==> config.mk <==
export PLATFORM = sky130hd
export DESIGN_NAME = task_runtime_average_monitor
export DESIGN_NICKNAME = d
export VERILOG_FILES = /design/src/rtl/tram_pkg.sv /design/src/rtl/task_runtime_average_monitor.sv /design/src/rtl/tram_ram.sv /design/src/rtl/tram_front.sv /design/src/rtl/tram_div.sv /design/src/rtl/tram_back.sv
export SDC_FILE = /design/constraint.sdc
export NUM_CORES = 1
export LEC_CHECK = 0
export ABC_AREA = 1
export BUFFER_PORTS_ARGS = -buffer_cell sky130_fd_sc_hd__buf_4
export CORE_ASPECT_RATIO = 1.5
export CORE_MARGIN = 3
export CORE_UTILIZATION = 39
export CTS_CLUSTER_SIZE = 8
export DETAILED_ROUTE_END_ITERATION = 12
export GPL_ROUTABILITY_DRIVEN = 0
export SYNTH_ARGS = -nofsm -noshare
export SYNTH_HDL_FRONTEND = slang
export SYNTH_SLANG_ARGS = --single-unit
==> constraint.sdc <==
create_clock -name clk -period 16.14 [get_ports clk]
set_clock_uncertainty 0.2 [all_clocks]
set_input_delay 1.614 -clock clk [delete_from_list [all_inputs] [get_ports clk]]
set_output_delay 1.614 -clock clk [all_outputs]
set_load 0.02 [all_outputs]
==> src/rtl/tram_pkg.sv <==
package tram_pkg;

    localparam int IN_IDX_W = 8;
    localparam int DUR_W    = 32;
    localparam int TOT_W    = 64;
    localparam int CNT_W    = 32;
    localparam int AVG_W    = 32;
    localparam int SLOT_W   = 6;
    localparam int ENTRY_W  = TOT_W + CNT_W;
    localparam int STEP_W   = $clog2(TOT_W);

    localparam logic KIND_RECORD   = 1'b0;
    localparam logic KIND_SNAPSHOT = 1'b1;

    typedef struct packed {
        logic              kind;
        logic [SLOT_W-1:0] idx;
        logic [DUR_W-1:0]  dur;
    } tram_item_t;

    typedef enum logic [5:0] {
        ST_IDLE    = 6'b000001,
        ST_REC_WR  = 6'b000010,
        ST_SNAP_RD = 6'b000100,
        ST_SNAP_LD = 6'b001000,
        ST_SNAP_DV = 6'b010000,
        ST_SPARE   = 6'b100000
    } tram_state_t;

endpackage

==> src/rtl/task_runtime_average_monitor.sv <==
// Channel  | Dir | Handshake        | Transfer when     | Payload
// ---------+-----+------------------+-------------------+----------------------------------
// input    | in  | push / full      | push && !full     | kind, task_index, duration_us
// result   | out | empty / pop      | pop && !empty     | slot, average_us, sample_total, last
//
// Record: into a 2-entry front queue, then a table read and write in the back.
// Snapshot: slot by slot, the entry is read and its average set by the 64-step divider.
// Out-of-range records are taken and dropped in the front queue.
// Reset clears the queues and the per-slot valid bits; the table reads as zero.
// One result register on the output; a snapshot stalls while it is held and not popped.
module task_runtime_average_monitor #(
    parameter int NUM_TASKS = 8
) (
    input  logic                              clk,
    input  logic                              rst_n,
    input  logic                              push,
    output logic                              full,
    input  logic                              kind,
    input  logic [tram_pkg::IN_IDX_W-1:0]     task_index,
    input  logic [tram_pkg::DUR_W-1:0]        duration_us,
    output logic                              empty,
    input  logic                              pop,
    output logic [tram_pkg::SLOT_W-1:0]       slot,
    output logic [tram_pkg::AVG_W-1:0]        average_us,
    output logic [tram_pkg::CNT_W-1:0]        sample_total,
    output logic                              last
);
    import tram_pkg::*;

    logic       fq_valid;
    tram_item_t fq_item;
    logic       fq_take;
    logic       out_valid;
    logic       out_take;

    assign empty    = !out_valid;
    assign out_take = pop && out_valid;

    tram_front #(
        .NUM_TASKS (NUM_TASKS)
    ) u_front (
        .clk         (clk),
        .rst_n       (rst_n),
        .push        (push),
        .full        (full),
        .kind        (kind),
        .task_index  (task_index),
        .duration_us (duration_us),
        .fq_valid    (fq_valid),
        .fq_item     (fq_item),
        .fq_take     (fq_take)
    );

    tram_back #(
        .NUM_TASKS (NUM_TASKS)
    ) u_back (
        .clk          (clk),
        .rst_n        (rst_n),
        .fq_valid     (fq_valid),
        .fq_item      (fq_item),
        .fq_take      (fq_take),
        .out_take     (out_take),
        .out_valid    (out_valid),
        .slot         (slot),
        .average_us   (average_us),
        .sample_total (sample_total),
        .last         (last)
    );

endmodule

==> src/rtl/tram_ram.sv <==
module tram_ram #(
    parameter int WIDTH = 96,
    parameter int DEPTH = 8,
    localparam int AW = (DEPTH > 1) ? $clog2(DEPTH) : 1
) (
    input  logic             clk,
    input  logic             we,
    input  logic [AW-1:0]    waddr,
    input  logic [WIDTH-1:0] wdata,
    input  logic [AW-1:0]    raddr,
    output logic [WIDTH-1:0] rdata
);

    logic [WIDTH-1:0] mem [DEPTH];
    logic [WIDTH-1:0] rdata_reg;

    always_ff @(posedge clk)
    begin
        if (we)
        begin
            mem[waddr] <= wdata;
        end
        rdata_reg <= mem[raddr];
    end

    assign rdata = rdata_reg;

endmodule

==> src/rtl/tram_front.sv <==
module tram_front #(
    parameter int NUM_TASKS = 8
) (
    input  logic                              clk,
    input  logic                              rst_n,
    input  logic                              push,
    output logic                              full,
    input  logic                              kind,
    input  logic [tram_pkg::IN_IDX_W-1:0]     task_index,
    input  logic [tram_pkg::DUR_W-1:0]        duration_us,
    output logic                              fq_valid,
    output tram_pkg::tram_item_t              fq_item,
    input  logic                              fq_take
);
    import tram_pkg::*;

    tram_item_t slot_q [2];
    logic       wr_ptr_reg, wr_ptr_next;
    logic       rd_ptr_reg, rd_ptr_next;
    logic [1:0] count_reg, count_next;
    logic       keep;
    logic       enq;
    logic       deq;
    tram_item_t item_in;

    // out-of-range records are taken and dropped here
    assign keep = (kind == KIND_SNAPSHOT) || (task_index < IN_IDX_W'(NUM_TASKS));
    assign full = (count_reg == 2'd2);
    assign enq  = push && !full && keep;
    assign deq  = fq_take && (count_reg != 2'd0);

    assign item_in.kind = kind;
    assign item_in.idx  = task_index[SLOT_W-1:0];
    assign item_in.dur  = duration_us;

    always_comb
    begin
        wr_ptr_next = wr_ptr_reg ^ enq;
        rd_ptr_next = rd_ptr_reg ^ deq;
        count_next  = count_reg + {1'b0, enq} - {1'b0, deq};
    end

    always_ff @(posedge clk or negedge rst_n)
    begin
        if (!rst_n)
        begin
            wr_ptr_reg <= 1'b0;
            rd_ptr_reg <= 1'b0;
            count_reg  <= 2'd0;
        end
        else
        begin
            wr_ptr_reg <= wr_ptr_next;
            rd_ptr_reg <= rd_ptr_next;
            count_reg  <= count_next;
        end
    end

    always_ff @(posedge clk)
    begin
        if (enq)
        begin
            slot_q[wr_ptr_reg] <= item_in;
        end
    end

    assign fq_valid = (count_reg != 2'd0);
    assign fq_item  = slot_q[rd_ptr_reg];

endmodule

==> src/rtl/tram_div.sv <==
module tram_div (
    input  logic                         clk,
    input  logic                         rst_n,
    input  logic                         start,
    input  logic [tram_pkg::TOT_W-1:0]   dividend,
    input  logic [tram_pkg::CNT_W-1:0]   divisor,
    output logic                         busy,
    output logic [tram_pkg::AVG_W-1:0]   quotient
);
    import tram_pkg::*;

    logic [TOT_W-1:0]  dq_reg, dq_next;
    logic [CNT_W-1:0]  rem_reg, rem_next;
    logic [CNT_W-1:0]  d_reg, d_next;
    logic [STEP_W-1:0] step_reg, step_next;
    logic              busy_reg, busy_next;
    logic [CNT_W:0]    trial;
    logic [CNT_W:0]    diff;
    logic              ge;

    // restoring division, one quotient bit per cycle
    assign trial = {rem_reg, dq_reg[TOT_W-1]};
    assign diff  = trial - {1'b0, d_reg};
    assign ge    = (trial >= {1'b0, d_reg});

    always_comb
    begin
        dq_next   = dq_reg;
        rem_next  = rem_reg;
        d_next    = d_reg;
        step_next = step_reg;
        busy_next = busy_reg;
        if (start)
        begin
            dq_next   = dividend;
            rem_next  = '0;
            d_next    = divisor;
            step_next = '0;
            busy_next = 1'b1;
        end
        else if (busy_reg)
        begin
            dq_next   = {dq_reg[TOT_W-2:0], ge};
            rem_next  = ge ? diff[CNT_W-1:0] : trial[CNT_W-1:0];
            step_next = step_reg + 1'b1;
            if (step_reg == STEP_W'(TOT_W - 1))
            begin
                busy_next = 1'b0;
            end
        end
    end

    always_ff @(posedge clk or negedge rst_n)
    begin
        if (!rst_n)
        begin
            busy_reg <= 1'b0;
        end
        else
        begin
            busy_reg <= busy_next;
        end
    end

    always_ff @(posedge clk)
    begin
        dq_reg   <= dq_next;
        rem_reg  <= rem_next;
        d_reg    <= d_next;
        step_reg <= step_next;
    end

    assign busy     = busy_reg;
    assign quotient = dq_reg[AVG_W-1:0];

endmodule

==> src/rtl/tram_back.sv <==
module tram_back #(
    parameter int NUM_TASKS = 8
) (
    input  logic                           clk,
    input  logic                           rst_n,
    input  logic                           fq_valid,
    input  tram_pkg::tram_item_t           fq_item,
    output logic                           fq_take,
    input  logic                           out_take,
    output logic                           out_valid,
    output logic [tram_pkg::SLOT_W-1:0]    slot,
    output logic [tram_pkg::AVG_W-1:0]     average_us,
    output logic [tram_pkg::CNT_W-1:0]     sample_total,
    output logic                           last
);
    import tram_pkg::*;

    localparam int IDX_W = (NUM_TASKS > 1) ? $clog2(NUM_TASKS) : 1;

    tram_state_t          state_reg, state_next;
    logic [IDX_W-1:0]     idx_reg, idx_next;
    logic [DUR_W-1:0]     dur_reg, dur_next;
    logic [CNT_W-1:0]     cnt_reg, cnt_next;
    logic [NUM_TASKS-1:0] valid_reg, valid_next;
    logic                 hit_reg;

    logic                 out_valid_reg, out_valid_next;
    logic [SLOT_W-1:0]    slot_reg;
    logic [AVG_W-1:0]     avg_reg;
    logic [CNT_W-1:0]     total_reg;
    logic                 last_reg;

    logic                 ram_we;
    logic [IDX_W-1:0]     ram_raddr;
    logic [ENTRY_W-1:0]   ram_wdata;
    logic [ENTRY_W-1:0]   ram_rdata;
    logic [ENTRY_W-1:0]   entry;
    logic [TOT_W-1:0]     entry_tot;
    logic [CNT_W-1:0]     entry_cnt;

    logic                 div_start;
    logic                 div_busy;
    logic [AVG_W-1:0]     div_q;

    logic                 out_free;
    logic                 out_push;
    logic                 at_last;

    tram_ram #(
        .WIDTH (ENTRY_W),
        .DEPTH (NUM_TASKS)
    ) u_ram (
        .clk   (clk),
        .we    (ram_we),
        .waddr (idx_reg),
        .wdata (ram_wdata),
        .raddr (ram_raddr),
        .rdata (ram_rdata)
    );

    tram_div u_div (
        .clk      (clk),
        .rst_n    (rst_n),
        .start    (div_start),
        .dividend (entry_tot),
        .divisor  (entry_cnt),
        .busy     (div_busy),
        .quotient (div_q)
    );

    // entries not written since the last clear read as zero
    assign entry     = hit_reg ? ram_rdata : '0;
    assign entry_tot = entry[ENTRY_W-1:CNT_W];
    assign entry_cnt = entry[CNT_W-1:0];
    assign ram_wdata = {entry_tot + TOT_W'(dur_reg), entry_cnt + 1'b1};
    assign ram_raddr = (state_reg == ST_IDLE) ? fq_item.idx[IDX_W-1:0] : idx_reg;

    assign out_free = !out_valid_reg || out_take;
    assign at_last  = (idx_reg == IDX_W'(NUM_TASKS - 1));

    always_comb
    begin
        state_next = state_reg;
        idx_next   = idx_reg;
        dur_next   = dur_reg;
        cnt_next   = cnt_reg;
        valid_next = valid_reg;
        fq_take    = 1'b0;
        ram_we     = 1'b0;
        div_start  = 1'b0;
        out_push   = 1'b0;
        unique case (state_reg)
            ST_IDLE:
            begin
                if (fq_valid)
                begin
                    fq_take = 1'b1;
                    if (fq_item.kind == KIND_RECORD)
                    begin
                        idx_next   = fq_item.idx[IDX_W-1:0];
                        dur_next   = fq_item.dur;
                        state_next = ST_REC_WR;
                    end
                    else
                    begin
                        idx_next   = '0;
                        state_next = ST_SNAP_RD;
                    end
                end
            end
            ST_REC_WR:
            begin
                ram_we              = 1'b1;
                valid_next[idx_reg] = 1'b1;
                state_next          = ST_IDLE;
            end
            ST_SNAP_RD:
            begin
                state_next = ST_SNAP_LD;
            end
            ST_SNAP_LD:
            begin
                div_start           = 1'b1;
                cnt_next            = entry_cnt;
                valid_next[idx_reg] = 1'b0;
                state_next          = ST_SNAP_DV;
            end
            ST_SNAP_DV:
            begin
                if (!div_busy && out_free)
                begin
                    out_push = 1'b1;
                    if (at_last)
                    begin
                        state_next = ST_IDLE;
                    end
                    else
                    begin
                        idx_next   = idx_reg + 1'b1;
                        state_next = ST_SNAP_RD;
                    end
                end
            end
            default:
            begin
                state_next = ST_IDLE;
            end
        endcase
    end

    always_comb
    begin
        out_valid_next = out_valid_reg;
        if (out_push)
        begin
            out_valid_next = 1'b1;
        end
        else if (out_take)
        begin
            out_valid_next = 1'b0;
        end
    end

    always_ff @(posedge clk or negedge rst_n)
    begin
        if (!rst_n)
        begin
            state_reg     <= ST_IDLE;
            valid_reg     <= '0;
            out_valid_reg <= 1'b0;
        end
        else
        begin
            state_reg     <= state_next;
            valid_reg     <= valid_next;
            out_valid_reg <= out_valid_next;
        end
    end

    always_ff @(posedge clk)
    begin
        idx_reg <= idx_next;
        dur_reg <= dur_next;
        cnt_reg <= cnt_next;
        hit_reg <= valid_reg[ram_raddr];
        if (out_push)
        begin
            slot_reg  <= SLOT_W'(idx_reg);
            avg_reg   <= (cnt_reg == '0) ? '0 : div_q;
            total_reg <= cnt_reg;
            last_reg  <= at_last;
        end
    end

    assign out_valid    = out_valid_reg;
    assign slot         = slot_reg;
    assign average_us   = avg_reg;
    assign sample_total = total_reg;
    assign last         = last_reg;

endmodule

== After elaboration in Yosys (flattened, before gate mapping) ==
Memory sizes are Yosys's and may differ from the RTL's. A register that Yosys moved wholly into a read port is not among the register bits.
Cells that the tools add are included.

* Register bits after elaboration: 290
* Memory bits (writable): 846
* Output and inout port bits: 73
* Word-level logic and storage cells: 105
* Memories: 2

* Add/subtract/negate cells: 7
* $lt $le $gt $ge: 5
* Equality and inequality tests: 11
* Muxes and demuxes: 35
* Bitwise logic cells: 6
* Reduce and logical (&&, ||, !) cells: 20

{| class="wikitable"
|+ Memory list
! memory !! depth !! bits a word !! rd ports !! clocked after Yosys merged registers in !! wr ports !! RTL line !! source
|-
| u_back.u_ram.mem || 8 || 96 || 1 || 1 || 1 || tram_ram.sv:14 || <nowiki>logic [WIDTH-1:0] mem [DEPTH];</nowiki>
|-
| u_front.slot_q || 2 || 39 || 1 || 0 || 1 || tram_front.sv:17 || <nowiki>tram_item_t slot_q [2];</nowiki>
|}

{| class="wikitable"
|+ Operators with widths
! kind !! count
|-
| 64-bit two-way mux || 2
|-
| 96-bit two-way mux || 1
|-
| 64-bit by 32-bit adder with 64-bit output || 1
|-
| 33-bit by 32-bit greater-or-equal comparator with 1-bit output || 1
|-
| 32-bit by 1-bit adder with 32-bit output (second input constant) || 1
|-
| 32-bit logical NOT || 1
|-
| 32-bit two-way mux || 1
|-
| 32-bit subtractor || 1
|-
| 6-bit one-hot mux with 4 select lines || 1
|-
| 3-bit two-way mux || 7
|-
| 1-bit two-way mux || 17
|-
| 8-bit one-hot mux with 2 select lines || 1
|-
| 6-bit two-way mux || 2
|-
| 2-bit nonzero test || 5
|-
| 8-bit bitwise AND || 1
|-
| 3-bit by 4-bit < comparator with 1-bit output (second input constant) || 2
|-
| 8-bit by 4-bit < comparator with 1-bit output (second input constant) || 1
|-
| 8-bit inverter || 1
|-
| 8-bit bitwise OR || 1
|-
| 6-bit by 1-bit adder with 6-bit output (second input constant) || 1
|-
| 6-bit by 1-bit equality test with 1-bit output (second input constant) || 1
|-
| 6-bit by 2-bit equality test with 1-bit output (second input constant) || 1
|-
| 6-bit by 3-bit equality test with 1-bit output (second input constant) || 1
|-
| 6-bit by 4-bit equality test with 1-bit output (second input constant) || 1
|-
| 21 further kinds || 31
|}

== Logic depth before layout (Yosys ltp) ==
Gate-level depths: netlist of run 1.

* Depth in word-level cells: 7
* Mapped depth: 22
* Mapped depth without buffers: 16

== By module ==
A second synthesis of run 1 with hierarchy kept.

* Cell total of the unflattened synthesis: 6403
* Area, all modules: 58277.1 um^2

{| class="wikitable"
|+ Modules (own cells, without submodules)
! module !! instances !! cells each !! area an instance (um^2)
|-
| tram_ram || 1 || 3432 || 35540.3
|-
| tram_back || 1 || 1559 || 10988.0
|-
| tram_div || 1 || 1171 || 8637.0
|-
| tram_front || 1 || 238 || 3100.5
|-
| task_runtime_average_monitor || 1 || 3 || 11.3
|}

== Worst setup path after synthesis of run 1 ==
Ideal clock, no wire load.

* Path kind: reg-to-reg
* From: register u_back.idx_reg[2]
* To: memory u_back.u_ram.mem[4][0], enable pin
* Arrival: 10.076 ns
* Required time: 15.149 ns
* Path slack: 5.073 ns
* Stages on the path, launching flop included: 4
* Path buffers: 1
* Clock period less this slack: 11.067 ns
* Path through: edfxtp_1 > clkbuf_1 > clkinv_1 > nor4_1

{| class="wikitable"
|+ RTL lines
! what !! RTL line !! source
|-
| start, declared || tram_back.sv:21 || <nowiki>logic [IDX_W-1:0] idx_reg, idx_next;</nowiki>
|-
| start signal, assigned || tram_back.sv:182 || <nowiki>idx_reg <= idx_next;</nowiki>
|-
| end, declared || tram_ram.sv:14 ||
|}

Straight into the memory's write port.

== Final worst setup path of run 1 ==
* From: register u_front.rd_ptr_reg
* To: register u_back.u_ram.rdata_reg[87], in the netlist u_back.u_ram.rdata[87] (read register of u_back.u_ram.mem)

* Longest elaborated chain between the ends: 2

{| class="wikitable"
|+ Ends and longest elaborated chain
! what !! RTL line !! source
|-
| start, declared || tram_front.sv:19 || <nowiki>logic rd_ptr_reg, rd_ptr_next;</nowiki>
|-
| start signal, assigned || tram_front.sv:54 || <nowiki>rd_ptr_reg <= rd_ptr_next;</nowiki>
|-
| memory read 2 x 39 bit || -- ||
|-
| 3-bit two-way mux || tram_back.sv:76 || <nowiki>assign ram_raddr = (state_reg == ST_IDLE) ? fq_item.idx[IDX_W-1:0] : idx_reg;</nowiki>
|-
| end, declared || tram_ram.sv:15 || <nowiki>logic [WIDTH-1:0] rdata_reg;</nowiki>
|}

Every way passes these cells.
A chain may end at the register's enable or synchronous reset.

==> summary.md, run 1 <==
| Metric | Value |
|---|---|
| Seq/Total Area, Yosys | `0.6560` |
| WHS Path Cells | `1` |
| DR iter-0 viols | `2720` |
| Share of flip-flops with an asynchronous set or reset | `0.01593` |
| Via count | `36520` |
| CP Data Arrival Time | `5.34 ns` |
| Final number of max-transition violations | `0` |
| R2R Path Start | `u_front.rd_ptr_reg$_DFF_PN0_` |
| Mux cell area share after synthesis | `0` |
| Area contributors post-synth | `edfxtp_1, nand2_1, dfxtp_1` |
| Distinct cells, synth | `51` |
| Final setup vio count | `0` |
| Fraction of layout cells with a size suffix above 1 | `0.08313` |
| Post-CTS repair timing setup buffer count | `0` |
| # DRC | `0` |
| Final hold slack | `0.2491 ns` |
| CTS Hold Buffers Added | `0` |
| Synth Area in XOR/XNOR | `0.01387` |
| Final worst slack | `11.29 ns` |
| Crit path capture type | `register` |
| Min-Delay Path Class | `register to register` |
| Final Hold Fails | `0` |
| Pwr/cell area | `213.5 nW/µm²` |
| WL met3 | `6.505 mm` |
| Pwr Total | `12.79 mW` |
| First-pass GRT wire length | `210.2 mm` |
| FF-to-FF path depth | `13` |
| Pleak | `23.93 nW` |
| Most common cell on crit path | `buf_4` |
| RR Endpoint | `u_back.u_ram.rdata[87]$_DFF_P_` |
| Yosys warning total | `0` |
| WP data required | `16.63 ns` |
| Most used standard cell by instance count after synthesis | `nand2_1` |
| Slew HR | `0.1779` |
| Vias per cell | `5.120` |
| Setup tns final | `0 ns` |
| Number of flops mapped to enable cells by yosys | `1039` |
| Max-cap check violation count | `0` |
| Final core utilization | `0.4489` |
| CP peak stage delay | `0.89 ns` |
| Row cnt | `164` |
| Post-Syn Area per Cell | `10.22 µm²` |
| Reg clk slew, reported paths | `0.05 ns` |
| Worst VDD drop | `0.2798 mV` |
| RSZ-0062 raised after global routing | `false` |
| Congestion Overflow GR | `0` |
| Die height | `455.0 µm` |
| Fill cells | `12320` |
| Synthesized area | `52410 µm²` |
| Initial antenna violation count | `2` |
| IO Port Bufs | `114` |
| Top_reg_cell synth | `edfxtp_1` |
| Hold Startpoint | `u_back.u_div.step_reg[4]$_SDFFE_PP0P_` |
| Hold EP | `u_back.u_div.step_reg[4]$_SDFFE_PP0P_` |
| Drt pass-1 iters | `5` |
| Met1 WL | `53.25 mm` |
| Commonest cells post-synth | `nand2_1, edfxtp_1, inv_1, nor2_1, o21ai_1` |
| Tmin final | `4.850 ns` |
| CTS H-tree depth | `4` |
| Drt wl/cell | `19.62 µm` |
| Largest family of logic cells by synthesized area | `simple AND/OR/NAND/NOR gates` |
| Tot GR Track Use | `0.1981` |
| Wire length on met2 | `72.91 mm` |
| Core ar. | `133400 µm²` |
| Post-DP Area | `54900 µm²` |
| Die ar. | `138900 µm²` |
| Design Area, Final | `59880 µm²` |
| Synth Area in Compound Gates | `0.08153` |
| Later-pin clock latency in the skew report | `0.78 ns` |
| Flop-to-flop setup slack | `11.29 ns` |
| Vias in the first global route | `35740` |
| Cell at the slowest stage of the critical path | `buf_4` |
| Crit Path Category | `register to register` |
| Nets | `5366` |
| TritonCTS buffer count | `167` |
| Cells after DPL | `6821` |
| Top layer reached by signal wires | `met4` |
| Final ANT Viol Nets | `0` |
| Fin crit share | `0.3005` |
| Largest net degree at the start of global routing | `210` |
| Root Buffer | `clkbuf_16` |
| Dpl hpwl | `85.44 mm` |
| Clock Path Buffers | `3` |
| Post-Synth Adder-Cell Area | `0.01795` |
| Post-Synth Simple-Gate Area | `0.1663` |
| Final Non-Filler Cells | `7133` |
| Place WS | `11.25 ns` |
| Worst-Margin Slew | `1.223 ns` |
| Post-synth top area cell | `edfxtp_1` |
| Max Freq | `206.2 MHz` |
| Clock Sink Count | `1193` |
| Crit path launch type | `register` |
| Post-synth top area share | `0.5953` |
| CTS tree | `built` |
| Crit-path cells | `buf_4 -> inv_2 -> nand2_1 -> nand2_1 -> o21ai_4 -> buf_4 -> inv_6 -> buf_4 -> buf_4 -> o21ai_0 -> o21ai_1 -> nand2_1 -> o21ai_1` |
| Status | `completed` |
| Post-Synthesis Cells | `5126` |
| Starting Density | `0.3929` |
| Post-synthesis register bit count | `1193` |
| Syn-to-layout area delta | `14.25%` |
| Largest register FFs | `768` |
| PostCTS Resize Cnt | `0` |
| Chip width | `305.3 µm` |
| WL final | `139.9 mm` |
| Io pins | `118` |
| CP max FO | `78` |
[cell usage in the layout, fill, tap and decap left out, drive strengths merged]
cell and count:
ha 72, o22ai 2, nand4 35, nor2 418
nand3 155, clkinv 13, a21o 3, nor4 21
dfrtp 18, edfxtp 1039, o21a 3, a22o 1
a41oi 8, fa 2, xnor2 16, and2 7
or4 1, conb 3, nand3b 24, nor3b 2
o21ai 602, inv 618, dfxtp 135, diode 1
o31ai 1, a21boi 1, nand2b 1, o211ai 99
buf 156, nand2 1449, clkbuf 295, dfstp 1
nor3 41, or2 11, a21oi 67, o21bai 2
xor2 67
[worst max path at each step]
stage	from	end	slack, ns	cells past startpoint
floorplan	u_back.idx_reg[2]$_DFFE_PP_	u_back.u_ram.mem[4][0]$_DFFE_PP_	5.07	3
global placement	u_front.rd_ptr_reg$_DFF_PN0_	u_back.u_ram.rdata[22]$_DFF_P_	11.33	13
detailed placement	u_front.rd_ptr_reg$_DFF_PN0_	u_back.u_ram.rdata[37]$_DFF_P_	11.25	13
CTS	u_front.rd_ptr_reg$_DFF_PN0_	u_back.u_ram.rdata[37]$_DFF_P_	11.22	13
global route	u_front.rd_ptr_reg$_DFF_PN0_	u_back.u_ram.rdata[87]$_DFF_P_	10.85	13
finish	u_front.rd_ptr_reg$_DFF_PN0_	u_back.u_ram.rdata[87]$_DFF_P_	11.29	13
[per-layer routing]
layer	global-route usage	vias to the layer above
met5	0	-
met3	0.03134	386
met4	0.1018	0
met1	0.2210	17670
met2	0.3647	1054
li1	-	17410
[cell type report]
type,instances,area [µm²],area share
repair buffers,156,1234,0.02060
inverters,615,2322,0.03878
flip-flops and latches,1193,34380,0.5742
multi-input cells,3114,14780,0.2468
clock inverters,16,316.6,0.005287
well taps,1743,2181,0.03642
diodes,1,2.502,0.00004179
clock buffers,295,4659,0.07782
[critical path: cells and delay by family, from the launching register on]
| family | cells | cell delay (ns) |
|---|---|---|
| AO/OA/AOI/OAI | 4 | 0.62 |
| AND/OR/NAND/NOR | 3 | 0.32 |
| flip-flops | 1 | 0.35 |
| buffers and inverters | 6 | 3.13 |
[power by group]
| part | internal (mW) | total, mW | switching, mW |
|---|---|---|---|
| Sequential | 4.22 | 4.45 | 0.233 |
| Clock | 1.96 | 3.28 | 1.33 |
| Combinational | 1.41 | 5.05 | 3.64 |
[kinds of logic after synthesis]
family	after synthesis
AOI/OAI and AO/OA	789
xor gates and xnor gates	83
adders and majority gates	74
buffers and inverters	821
DFF	1193
other	1
and+or+nand+nor	2165
Note: power is estimated with default switching activity, not from simulation.
==> run 2: changes to the inputs <==
- clock period: 16.14 -> 4.2 ns (I/O delays scaled with it)
==> run 2 against run 1 <==
Die area unchanged; sequential share of layout area decreased by 0.90 points; non-clock buffer count grew 66; total power rose to 3.9 times the previous value; setup slack worse by 11 ns; clock power grew to 3.8 times the previous value; critical path depth down 3; worst hold slack lost 0.079 ns; sequential cell count unchanged.
==> summary.md, run 2 (synthesis gave the netlist of run 1 again) <==
| Metric | Value |
|---|---|
| Fin crit share | `0.9240` |
| Final worst slack | `0.3190 ns` |
| Crit-path cells | `buf_4 -> nand2_1 -> nor2_1 -> nand3_1 -> nor2_1 -> inv_1 -> nor2_1 -> nand3_1 -> nand3_1 -> xor2_1` |
| Via count | `36810` |
| Worst VDD drop | `1.229 mV` |
| Drt wl/cell | `19.69 µm` |
| Pleak | `24.33 nW` |
| CP max FO | `35` |
| CP peak stage delay | `0.69 ns` |
| Final Hold Fails | `0` |
| Io pins | `118` |
| Sw Ratio | `0.4077` |
| Flop pwr share | `0.345` |
| CP Data Arrival Time | `4.15 ns` |
| First-pass GRT wire length | `214.5 mm` |
| Fill cells | `12300` |
| Place WS | `0.3870 ns` |
| Combinational share of power | `0.402` |
| Commonest non-fill, non-tap cell in the layout | `nand2_1` |
| Starting Density | `0.3929` |
| Pwr/cell area | `818.6 nW/µm²` |
| Final Non-Filler Cells | `7196` |
| Largest net degree at the start of global routing | `215` |
| DR iter-0 viols | `2978` |
| Crit path capture type | `register` |
| Later-pin clock latency in the skew report | `0.79 ns` |
| Die ar. | `138900 µm²` |
| Min-Delay Path Class | `primary input to register` |
| Fraction of layout cells with a size suffix above 1 | `0.08769` |
| Cells after DPL | `6847` |
| WP data required | `4.47 ns` |
| Nets | `5432` |
| Post-CTS repair timing setup buffer count | `0` |
| CTS tree | `built` |
| Final number of max-transition violations | `0` |
| P_int | `29.50 mW` |
| Core ar. | `133400 µm²` |
| WL final | `141.7 mm` |
| Net Sw Power | `20.30 mW` |
| Syn-to-layout area delta | `16.07%` |
| # DRC | `0` |
| Drt pass-1 iters | `6` |
| Status | `completed` |
| Clock Sink Count | `1193` |
| Clock Path Buffers | `3` |
| Setup tns final | `0 ns` |
| Row cnt | `164` |
| Largest register FFs | `768` |
| RSZ-0062 raised after global routing | `false` |
| Crit Path Category | `register to register` |
| Clock share of power | `0.254` |
| Initial antenna violation count | `2` |
| Cell at the slowest stage of the critical path | `dfxtp_4` |
| TritonCTS buffer count | `167` |
| Final setup vio count | `0` |
| IO Port Bufs | `114` |
| Congestion Overflow GR | `0` |
| Final ANT Viol Nets | `0` |
| Tmin final | `3.881 ns` |
| Vias per cell | `5.116` |
| Commonest non-fill, non-tap cells in the layout | `nand2_1, edfxtp_1, inv_1` |
| PostCTS Resize Cnt | `0` |
| CTS H-tree depth | `4` |
| Die height | `455.0 µm` |
| Crit path launch type | `register` |
| Chip width | `305.3 µm` |
| Max Freq | `257.7 MHz` |
| Root Buffer | `clkbuf_16` |
| Tot GR Track Use | `0.2020` |
| Dpl hpwl | `87.11 mm` |
| Vias in the first global route | `36160` |
| Max-cap check violation count | `0` |
| CTS Hold Buffers Added | `40` |
| Worst-Margin Slew | `1.260 ns` |
| Slew HR | `0.1597` |
| Reg clk slew, reported paths | `0.05 ns` |
run 2: cell types whose count changed in the layout (fill, tap and decap cells not counted), moves of 2 or more:
cell / delta
inv_6: -3
clkbuf_1: -4
clkinv_1: -3
dlygate4sd3_1: +40
nor4_2: -9
buf_12: +19
buf_4: +7
nor4_4: +9
clkbuf_16: +2
clkinv_8: +2
clkinv_4: +2
run 2: worst max-delay path: cells and delay by family (launching register included):
family                    cells  cell delay [ns]
xor gates and xnor gates      1             0.62
DFF                           1             0.69
buffers and inverters         2             0.59
and+or+nand+nor               7             1.43
run 2: power groups by stage:
stage | clock network (mW) | registers [mW] | logic (mW)
floorplan | 0 | 16.9 | 14.6
global placement | 0 | 17.4 | 19.6
detailed placement | 0 | 17.4 | 19.9
CTS | 12.9 | 17.2 | 20.1
global route | 13.4 | 17.3 | 22.5
finish | 12.6 | 17.2 | 20.0
run 2: layout make-up:
type,count,area [µm²],area share
Clock buffer,293,4695,0.07717
Tap cell,1743,2181,0.03585
Multi-Input combinational cell,3114,14860,0.2444
Inverter,615,2337,0.03842
Sequential cell,1193,34380,0.5652
Timing Repair Buffer,222,2067,0.03398
Clock inverter,14,299.0,0.004916
Antenna cell,2,5.005,0.00008227
run 2: worst paths after layout:
path	start	to	slack (ns)	cells past startpoint
max in group asynchronous	rst_n	async pin	1.94	4
setup reg to reg	u_back.hit_reg$_DFF_P_	u_back.u_ram.mem[5][77]$_DFFE_PP_	0.32	10
hold / removal	duration_us[18]	u_front.slot_q[0][18]$_DFFE_PP_	0.17	2
min in group asynchronous	rst_n	u_back.state_reg[0]$_DFFE_PN1P_	0.55	3
hold reg to reg	u_back.u_div.step_reg[4]$_SDFFE_PP0P_	u_back.u_div.step_reg[4]$_SDFFE_PP0P_	0.25	1
setup / recovery	u_back.hit_reg$_DFF_P_	u_back.u_ram.mem[5][77]$_DFFE_PP_	0.32	10
run 2: layer usage:
metal / part of all wire / track usage / vias to the layer above
met3: 0.052 / 0.03050 / 357
met2: 0.52 / 0.3699 / 1131
met4: 0.048 / 0.1020 / 0
met5: 0 / 0 / -
li1: - / - / 17560
met1: 0.38 / 0.2288 / 17770
run 2: metrics by stage:
| stage | instance area, µm² | hold WS (ns) | util | power (mW) |
|---|---|---|---|---|
| finish | 60830 | 0.1698 | 0.4561 | 49.80 |
| global route | 60830 | 0.1422 | 0.4561 | 53.22 |
| CTS | 60830 | 0.09920 | 0.4560 | 50.11 |
| detailed placement | 55430 | 0.1223 | 0.4156 | 37.30 |
| global placement | 55430 | 0.1239 | 0.4156 | 36.97 |
| floorplan | 52580 | -0.07559 | - | 31.45 |
